--- src/design/twc_pkg.sv ---
// trie word counter package: pool sizes, widths, character codes and sequencer states
// used by the counter top level and its shared incrementer; no dependencies

package twc_pkg;

  // node pool and alphabet
  localparam int POOL_NODES    = 65536;
  localparam int ALPHABET_SIZE = 26;
  localparam int NODE_W        = 16;
  localparam int FREE_W        = NODE_W + 1;
  localparam int SLOT_W        = 5;
  localparam int COUNT_W       = 32;
  localparam int TAG_W         = NODE_W + SLOT_W;
  localparam int LINK_DEPTH    = POOL_NODES * ALPHABET_SIZE;
  localparam int LINK_AW       = $clog2(LINK_DEPTH);

  // character codes
  localparam logic [7:0] CHAR_LOWER_A = 8'h61;
  localparam logic [7:0] CHAR_LOWER_Z = 8'h7a;
  localparam logic [7:0] CHAR_UPPER_A = 8'h41;
  localparam logic [7:0] CHAR_UPPER_Z = 8'h5a;

  // result status codes
  localparam logic STATUS_COUNTED = 1'b0;
  localparam logic STATUS_DROPPED = 1'b1;

  typedef logic [NODE_W-1:0]  node_t;
  typedef logic [FREE_W-1:0]  free_t;
  typedef logic [SLOT_W-1:0]  slot_t;
  typedef logic [COUNT_W-1:0] count_t;
  typedef logic [TAG_W-1:0]   tag_t;
  typedef logic [LINK_AW-1:0] link_addr_t;

  // walk sequencer
  typedef enum logic [2:0] {
    ST_IDLE,
    ST_LINK,
    ST_TAG,
    ST_COUNT,
    ST_OUT
  } state_t;

endpackage

--- src/design/twc_incr.sv ---
// shared saturating incrementer for word counts and the free node pointer
// depends on twc_pkg

module twc_incr (
  input  twc_pkg::count_t operand,
  output twc_pkg::count_t result
);
  import twc_pkg::*;

  // hold at all ones, otherwise add one
  always_comb begin
    if (operand == '1) begin
      result = operand;
    end else begin
      result = operand + COUNT_W'(1);
    end
  end

endmodule

--- config.mk ---
export PLATFORM = sky130hd
export DESIGN_NAME = twc_incr
export DESIGN_NICKNAME = d
export VERILOG_FILES = /design/src/design/twc_pkg.sv /design/src/design/twc_incr.sv
export SDC_FILE = /design/constraint.sdc
export NUM_CORES = 1
export LEC_CHECK = 0
export ABC_AREA = 0
export CORE_ASPECT_RATIO = 1.1
export CORE_UTILIZATION = 29
export DETAILED_ROUTE_END_ITERATION = 12
export DONT_BUFFER_PORTS = 1
export PLACE_DENSITY = 0.45
export SKIP_LAST_GASP = 1
export SLEW_MARGIN = 20
export SYNTH_ARGS = -nofsm -noshare
export SYNTH_HDL_FRONTEND = slang
export SYNTH_SLANG_ARGS = --single-unit
--- constraint.sdc ---
create_clock -name vclk -period 3.03
set_input_delay 0.303 -clock vclk [all_inputs]
set_output_delay 0.303 -clock vclk [all_outputs]
set_load 0.02 [all_outputs]
== Word level (Yosys, flattened, before mapping) ==
Cells that the tools add are included.

* Bits in registers: 0
* Bits in latches: 0
* RAM bits: 0
* ROM bits: 0
* Bits of input ports: 32
* Output and inout port bits: 32
* Logic and storage cells: 3
* Memories kept: 0

* $add $sub $neg: 1
* Multiply operators: 0
* Div/mod/pow operators: 0
* Magnitude comparators: 0
* Equal/unequal tests: 1
* Shift-type cells: 0
* Mux-type cells: 1
* Bitwise logic cells: 0
* Reductions and logical operators: 0

{| class="wikitable"
|+ Operator list
! cell !! count
|-
| $add 32x1->32 const B || 1
|-
| $eq 32x32->1 const B || 1
|-
| $mux 32 || 1
|}

== Longest topological paths before layout ==
Gate-level depths: netlist of the first run.

* Depth after elaboration: 2
* Depth in mapped cells: 7
* Mapped depth without buffers: 6

== Worst setup path before layout of the first run ==
Ideal clock, no wire load.

* Path kind: input to output
* Start: input port operand[0]
* End: output port result[22]
* Arrival: 1.927 ns
* Data required time: 2.727 ns
* Path slack: 0.800 ns
* Cell stages on the path: 6
* Path through: ha_1 -> nand4_1 -> nor4_1 -> o21ai_2 -> nor3_1 -> xor2_1

* Longest elaborated chain between the ends: 2
* Elaborated cells on any way between the ends: 3
* Classes of those cells: 1 x add/sub; 1 x eq/ne; 1 x mux

{| class="wikitable"
|+ RTL lines
! what !! RTL line !! text
|-
| from (decl) || twc_incr.sv:5 || <nowiki>input twc_pkg::count_t operand,</nowiki>
|-
| $add 32x1->32 or $eq 32x32->1 (tied branches) || twc_incr.sv:15, twc_incr.sv:12 ||
|-
| $mux 32 * || twc_incr.sv:12 || <nowiki>if (operand == '1) begin</nowiki>
|-
| to (decl) || twc_incr.sv:6 || <nowiki>output twc_pkg::count_t result</nowiki>
|}

Mark *: on every way between the ends. The rest lies on a longest branch, timed or not.

== Worst setup path in the final report of the first run ==
* Start: input port operand[0]
* End: output port result[5]

Same word-level chain as after synthesis.

==> run metrics, run 1 <==
unrepaired setup endpoints after global routing false; wire per inst 14.1 um; Residual DRC 0; most common cell after layout, fill and taps aside xor2_1; Cell Area, Synth between 800 and 900 sq um; Starting Density between 30% and 40%; GRT met1 Usage roughly 18%; commonest cells after routing, fill and taps aside xor2_1, nand2_1, nor2_1, nand3_1, nor3_1; Max stage delay on crit path ~580 ps; syn avg cell area 6.56 sq um; layout cells sized above 1 8.13%; drt via density ~5.7; site row count 19; outcome finished, final reports clean; CP endpoint kind primary output; part of the Yosys area used for sequential elements 0%; final hold violation count 0; Critical Path Slowest Stage Cell or4_1; # clk buffers 0; buffer and inverter count on the worst path 0; Gates resized, CTS repair 0; Reg area 0 sq um; CP Launch Type primary input; critical path class in2out; io pins 64; Final period util between 80% and 90%; pre-CTS WS between 500 and 600 ps; Rel. slew slack roughly 56%; Slew @ Worst Pin 660 ps; GR peak layer met2; crit-path cells ha_1, nand4_1, or4_1, nor3_4, nor2_1, xor2_1; WP data arrival 2200 ps; met3 GRT Util 1.87%; power density over the cells around 87 nW/um^2; leak pwr 0.000271 uW; core area approximately 2600 sq um; vias in the first global route 820; setup violators final 0; CP startpoint operand[0]; Hold Path Class in2out; die area 3000 sq um; setup tns final 0 ps; min cycle time layout approximately 2500 ps; M2 GR Usage around 28%; fin nets between 150 and 200; syn_nets ~160; CP delay by family, top simple AND/OR/NAND/NOR gates; grt ovf 0; Post-CTS Setup Inserts 0; largest net degree at the start of global routing 13; Fillers just under 300; fin worst setup slack roughly 530 ps; peak supply drop about 40 uV; RD Place Congestion 0.759; number of I/O port buffers 0; Netlist cell types 28; WL final approximately 2200 um; GR Util All Layers between 10% and 20%; num sequential 0; Hold-fix buffers, CTS 0; FMAX approximately 400 MHz; Final ANT Viol Nets 0; DP HPWL 1840 um; Ys Warns 0; DIE HEIGHT between 50 and 60 um; Final Max Slew Viols 0; Levels on crit path 6; DR vias 877; first-pass GRT wire length between 3000 and 4000 um; die width 52.3 um; post-synthesis cell count roughly 120; critical path peak fanout 12; initial antenna violation count 0; Critical Path RT approximately 2700 ps; n_diodes 0; min-delay src operand[22]; hold path depth 1; max-cap violations 0; DR pass1 iterations 4; Initial DRC Count 16; P&R area growth vs syn 3.88%
-- synthesized netlist by cell type, types with 3 or more instances --
| cell | instances | area share, % |
|---|---|---|
| a21oi_1 | 3 | 1.9 |
| and4_1 | 4 | 4.3 |
| inv_1 | 5 | 2.3 |
| nand2_1 | 14 | 6.5 |
| nand3_1 | 12 | 7.4 |
| nand4_1 | 6 | 4.7 |
| nor2_1 | 13 | 6.0 |
| nor3_1 | 10 | 6.2 |
| nor4_1 | 3 | 2.3 |
| o21ai_0 | 7 | 4.3 |
| or3_1 | 3 | 2.3 |
| xnor2_1 | 7 | 7.6 |
| xor2_1 | 16 | 17 |
-- cells by family (layout without fill, tap and decap cells) --
family / after synthesis / after routing / synth area share [%]
simple gates: 76 / 76 / 55.4
xor+xnor: 23 / 23 / 25.0
compound gates: 14 / 14 / 10.2
buf+inv: 7 / 7 / 5.12
mux: 2 / 2 / 2.79
fa+ha+maj: 1 / 1 / 1.55
-- report_power, final --
part	internal, uW	leakage [uW]	switching, uW	total, uW
clock network	0	0	0	0
logic	19.8	0.000271	52.8	72.6
registers	0	0	0	0
-- worst paths after layout --
| path | slack, ps | to |
|---|---|---|
| max | 530 | result[5] |
| min | 740 | result[22] |
-- routing by layer --
layer / vias to the layer above / part of all wire [%]
met5: - / 0
met4: 0 / 0
met3: 0 / 7.3
met2: 37 / 52
met1: 381 / 41
li1: 459 / -
-- layout make-up --
class	count	area, sq um	area share, %
multi-input cells	116	766	91.3
well taps	31	38.8	4.63
inverters	5	18.8	2.24
repair buffers	2	15.0	1.79
-- metrics by stage --
| stage | power (uW) | utilization, % | hold slack, ps | area, sq um | cells |
|---|---|---|---|---|---|
| 2_1_floorplan | 66.3 | - | 734 | 807 | 123 |
| 5_1_grt | 78.9 | 32.7 | 739 | 838 | 154 |
| 6_report | 72.6 | 32.7 | 736 | 838 | 154 |
| 3_5_place_dp | 73.0 | 32.7 | 736 | 838 | 154 |
| 3_3_place_gp | 72.7 | 32.7 | 739 | 838 | 154 |
| 4_1_cts | 73.2 | 32.7 | 736 | 838 | 154 |
(Power assumes the default switching activity.)
==> run 2, diff against run 1 <==
==> constraint.sdc (replaced) <==
create_clock -name vclk -period 2.3
set_input_delay 0.23 -clock vclk [all_inputs]
set_output_delay 0.23 -clock vclk [all_outputs]
set_load 0.02 [all_outputs]
==> run 2 against run 1 <==
Against the previous run:
- sequential share of layout area stayed put
- utilization is 7.0 points higher
- first-iteration DRC count is 19% lower
- highest routed layer unchanged
- total power is 69% higher
- largest power group unchanged
- largest cell class unchanged
- wire length is 6.2% higher
- worst setup slack worse by 380 ps
- critical path type unchanged
- flip-flop and latch count stayed put
- critical path depth stayed put
- global-route usage is 0.49 points higher
- via count is 14% higher
- combinational power is 69% higher
==> run metrics, run 2 (same netlist as run 1, synthesis figures left out) <==
fin worst setup slack about 150 ps; Initial DRC Count 13; Final Max Slew Viols 0; DR pass1 iterations 4; die area roughly 3000 sq um; DIE HEIGHT approximately 57 um; Post-CTS Setup Inserts 0; grt ovf 0; power density over the cells 121 nW/um^2; die width 52.3 um; most common cell after layout, fill and taps aside buf_4; Slew @ Worst Pin between 600 and 700 ps; Critical Path RT 2070 ps; site row count 19; setup tns final 0 ps; Hold-fix buffers, CTS 0; WP data arrival 1920 ps; leak pwr between 0.0003 and 0.0004 uW; Fillers 292; drt via density ~5.6; Comb pwr share 100.0%; WL final 2310 um; outcome finished, final reports clean; P_int between 40 and 50 uW; max-cap violations 0; vias in the first global route 914; commonest cells after routing, fill and taps aside buf_4, xor2_1, nand2_1, nor2_1, nand3_1; core area ~2600 sq um; Psw 74.3 uW; DR vias 998; RD Place Congestion 0.778; Gates resized, CTS repair 0; DP HPWL about 2000 um; first-pass GRT wire length roughly 3700 um; layout cells sized above 1 between 20% and 30%; Residual DRC 0; P&R area growth vs syn 26.2%; final hold violation count 0; Reg power frac 0%; critical path class in2out; CP startpoint operand[0]; fin nets about 180; post-layout util approximately two fifths; num sequential 0; wire per inst 13.0 um; io pins between 60 and 70; hold path depth 1; GR Util All Layers 15.1%; initial antenna violation count 0; CP endpoint kind primary output; setup violators final 0; Final period util around 93%; largest net degree at the start of global routing 9; FMAX between 400 and 500 MHz; min-delay src operand[0]; number of I/O port buffers 0; Switching Fraction about three fifths; unrepaired setup endpoints after global routing false; peak supply drop approximately 60 uV; # clk buffers 0; critical path peak fanout 8; Starting Density a little under a third; clock power share 0%; Hold Path Class in2out; Final ANT Viol Nets 0; pre-CTS WS roughly 170 ps; min cycle time layout ~2100 ps; n_diodes 0; Hold Crit Endpoint result[0]; CP Launch Type primary input; Reg area 0 sq um; Rel. slew slack between 50% and 60%
## run 2: cell count changes in the layout (fill, tap and decap cells not counted)
| cell | change |
|---|---|
| buf_4 | +24 |
## run 2: worst max path at each step
stage / endpoint / slack, ps / cells after the start
4_1_cts: result[1] / 160 / 6
3_3_place_gp: result[1] / 180 / 6
6_report: result[1] / 150 / 6
2_1_floorplan: result[22] / 220 / 6
5_1_grt: result[27] / 30 / 7
3_5_place_dp: result[1] / 170 / 6
## run 2: per-stage QoR
stage | instances | cell area [sq um] | hold slack, ps | total power (uW)
after floorplan | 123 | 807 | 588 | 87.3
after CTS | 178 | 1020 | 621 | 124
final | 178 | 1020 | 617 | 123
after global routing | 178 | 1020 | 621 | 132
after global placement | 178 | 1020 | 613 | 123
after detailed placement | 178 | 1020 | 619 | 124
## run 2: power by group through the flow
stage	clock [uW]	sequential (uW)	combinational, uW
global route	0	0	132
CTS	0	0	124
floorplan	0	0	87.3
global placement	0	0	123
detailed placement	0	0	124
finish	0	0	123
## run 2: worst max-delay path, stage by stage
cell and delay, ps:
ha_1 170, nand4_1 140, or4_1 580, nor3_4 190, buf_4 180, mux2_1 420
## run 2: layout make-up
type               instances  area, sq um  area share, %
multi-input cells        116          766           75.2
inverters                  5         18.8           1.84
well taps                 31         38.8           3.81
repair buffers            26          195           19.2
## run 2: metal layers
| metal | GRT usage (%) | up-vias | wire length, um |
|---|---|---|---|
| met5 | 0 | - | 0 |
| met4 | 0 | 0 | 0 |
| met2 | 29.7 | 43 | 1220 |
| met1 | 18.3 | 453 | 940 |
| met3 | 1.33 | 0 | 151 |
| li1 | - | 502 | - |
==> run 3, diff against run 2 <==
--- a/config.mk
+++ b/config.mk
@@ -5,7 +5,7 @@
 export SDC_FILE = /design/constraint.sdc
 export NUM_CORES = 1
 export LEC_CHECK = 0
-export ABC_AREA = 0
+export ABC_AREA = 1
 export CORE_ASPECT_RATIO = 1.1
 export CORE_UTILIZATION = 29
 export DETAILED_ROUTE_END_ITERATION = 12
==> run 3 against run 2 <==
Against the previous run:
- synthesized area increased by 44%
- cell count rose by 71%
- worst hold slack better by 17 ps
- via count increased by 46%
- critical path depth up 1
- synthesized cell count grew 110%
- combinational power up 5%
- die area is 42% higher
- utilization shrank 7.8 points
- non-clock buffer count shrank 26
- flip-flop and latch count is the same
- first-iteration DRC count grew to 3.2 times the previous value
- critical path type unchanged
==> run metrics, run 3 <==
outcome finished, final reports clean; RD Place Congestion approximately 0.87; WL final 3870 um; Critical Path RT just over 2000 ps; final hold violation count 0; Gates resized, CTS repair 0; Final Max Slew Viols 0; CP endpoint kind primary output; vias in the first global route about 1300; number of I/O port buffers 0; dpl cells between 300 and 400; unrepaired setup endpoints after global routing false; min-delay src operand[24]; core area ~3700 sq um; Multi-input gate area about 1000 sq um; Ys Warns 0; top-count cell post-synth nand2_1; fin worst setup slack roughly 600 ps; Cell Area, Synth 1160 sq um; top-area cell type share of the netlist area between 30% and 40%; num sequential 0; GR Util All Layers roughly 17%; min cycle time layout 1710 ps; CP Launch Type primary input; post-synthesis cell count 257; setup tns final 0 ps; critical path peak fanout 30; site row count 23; die area 4270 sq um; WP data arrival about 1500 ps; commonest cells after routing, fill and taps aside nand2_1, nand3_1, nor2_1, inv_1, or2_2; DP HPWL between 3000 and 4000 um; Netlist cell types 17; hold path depth 2; Rel. slew slack a little under 80%; peak supply drop 27.9 uV; post-synth top area cell nand2_1; leak pwr 0.000588 uW; Slew @ Worst Pin approximately 330 ps; first-pass GRT wire length slightly below 6000 um; Hold Path Class in2out; largest net degree at the start of global routing 31; DIE HEIGHT 68.4 um; DR pass1 iterations 6; layout cells sized above 1 ~7.9%; Reg area 0 sq um; initial antenna violation count 0; Starting Density 31.1%; part of the Yosys area used for sequential elements 0%; Fillers between 400 and 500; Final period util roughly 74%; drt via density between 4 and 5; pre-CTS WS about 580 ps; Final ANT Viol Nets 0; setup violators final 0; fin nets 289; io pins 64; Initial DRC Count 41; # clk buffers 0; max-cap violations 0; most common cell after layout, fill and taps aside nand2_1; n_diodes 0; power density over the cells approximately 110 nW/um^2; Non-Filler Instances between 300 and 400; FMAX 584 MHz; syn avg cell area between 4 and 5 sq um; post-layout util 31.8%; Post-CTS Setup Inserts 0; largest cells by area after synthesis nand2_1, nand3_1, nor2_1; Residual DRC 0; commonest cells in the netlist nand2_1, nand3_1, nor2_1; Hold-fix buffers, CTS 0; critical path class in2out; DR vias 1456; Hold Crit Endpoint result[24]; syn_nets 290; grt ovf 0; P&R area growth vs syn 2.48%; die width approximately 62 um; wire per inst approximately 13 um
## run 3: cell type report
| cell class | count | share of cell area, % |
|---|---|---|
| well taps | 50 | 5.25 |
| multi-input cells | 228 | 86.6 |
| inverters | 26 | 8.19 |
## run 3: routing by layer
metal	vias up	global-route usage [%]	routed length, um
li1	797	-	-
met1	604	20.6	1710
met2	53	32.7	1800
met3	2	4.33	339
met4	0	0.872	20
met5	-	0	0
## run 3: worst max-delay path by stage
stage	start	slack [ps]	cells after the start	to
finish	operand[0]	590	7	result[15]
CTS	operand[0]	580	7	result[15]
detailed placement	operand[0]	580	7	result[15]
global placement	operand[0]	620	7	result[21]
floorplan	operand[0]	780	8	result[11]
global route	operand[0]	460	7	result[22]
## run 3: kinds of logic after synthesis
group | synth area share [%]
adder cells (fa/ha/maj) | 1.08
XOR/XNOR | 1.51
AO/OA/AOI/OAI | 1.72
buffers and inverters | 11.3
AND/OR/NAND/NOR | 84.4
## run 3: worst max-delay path, stage by stage
cell and delay [ps]:
ha_1 220, inv_2 100, nor2_8 150, nand2_4 90, nor2_4 170, nand2_4 210, nand3_1 290
## run 3: per-stage QoR
stage | total power (uW) | hold slack, ps | cell area [sq um]
final | 129 | 633 | 1190
after global routing | 144 | 644 | 1190
after CTS | 130 | 634 | 1190
after detailed placement | 130 | 636 | 1190
after global placement | 130 | 634 | 1190
after floorplan | 117 | 628 | 1160
## run 3: report_power, final
group	internal (uW)	total, uW	switching [uW]
combinational	33.1	129	95.9
clock	0	0	0
sequential	0	0	0
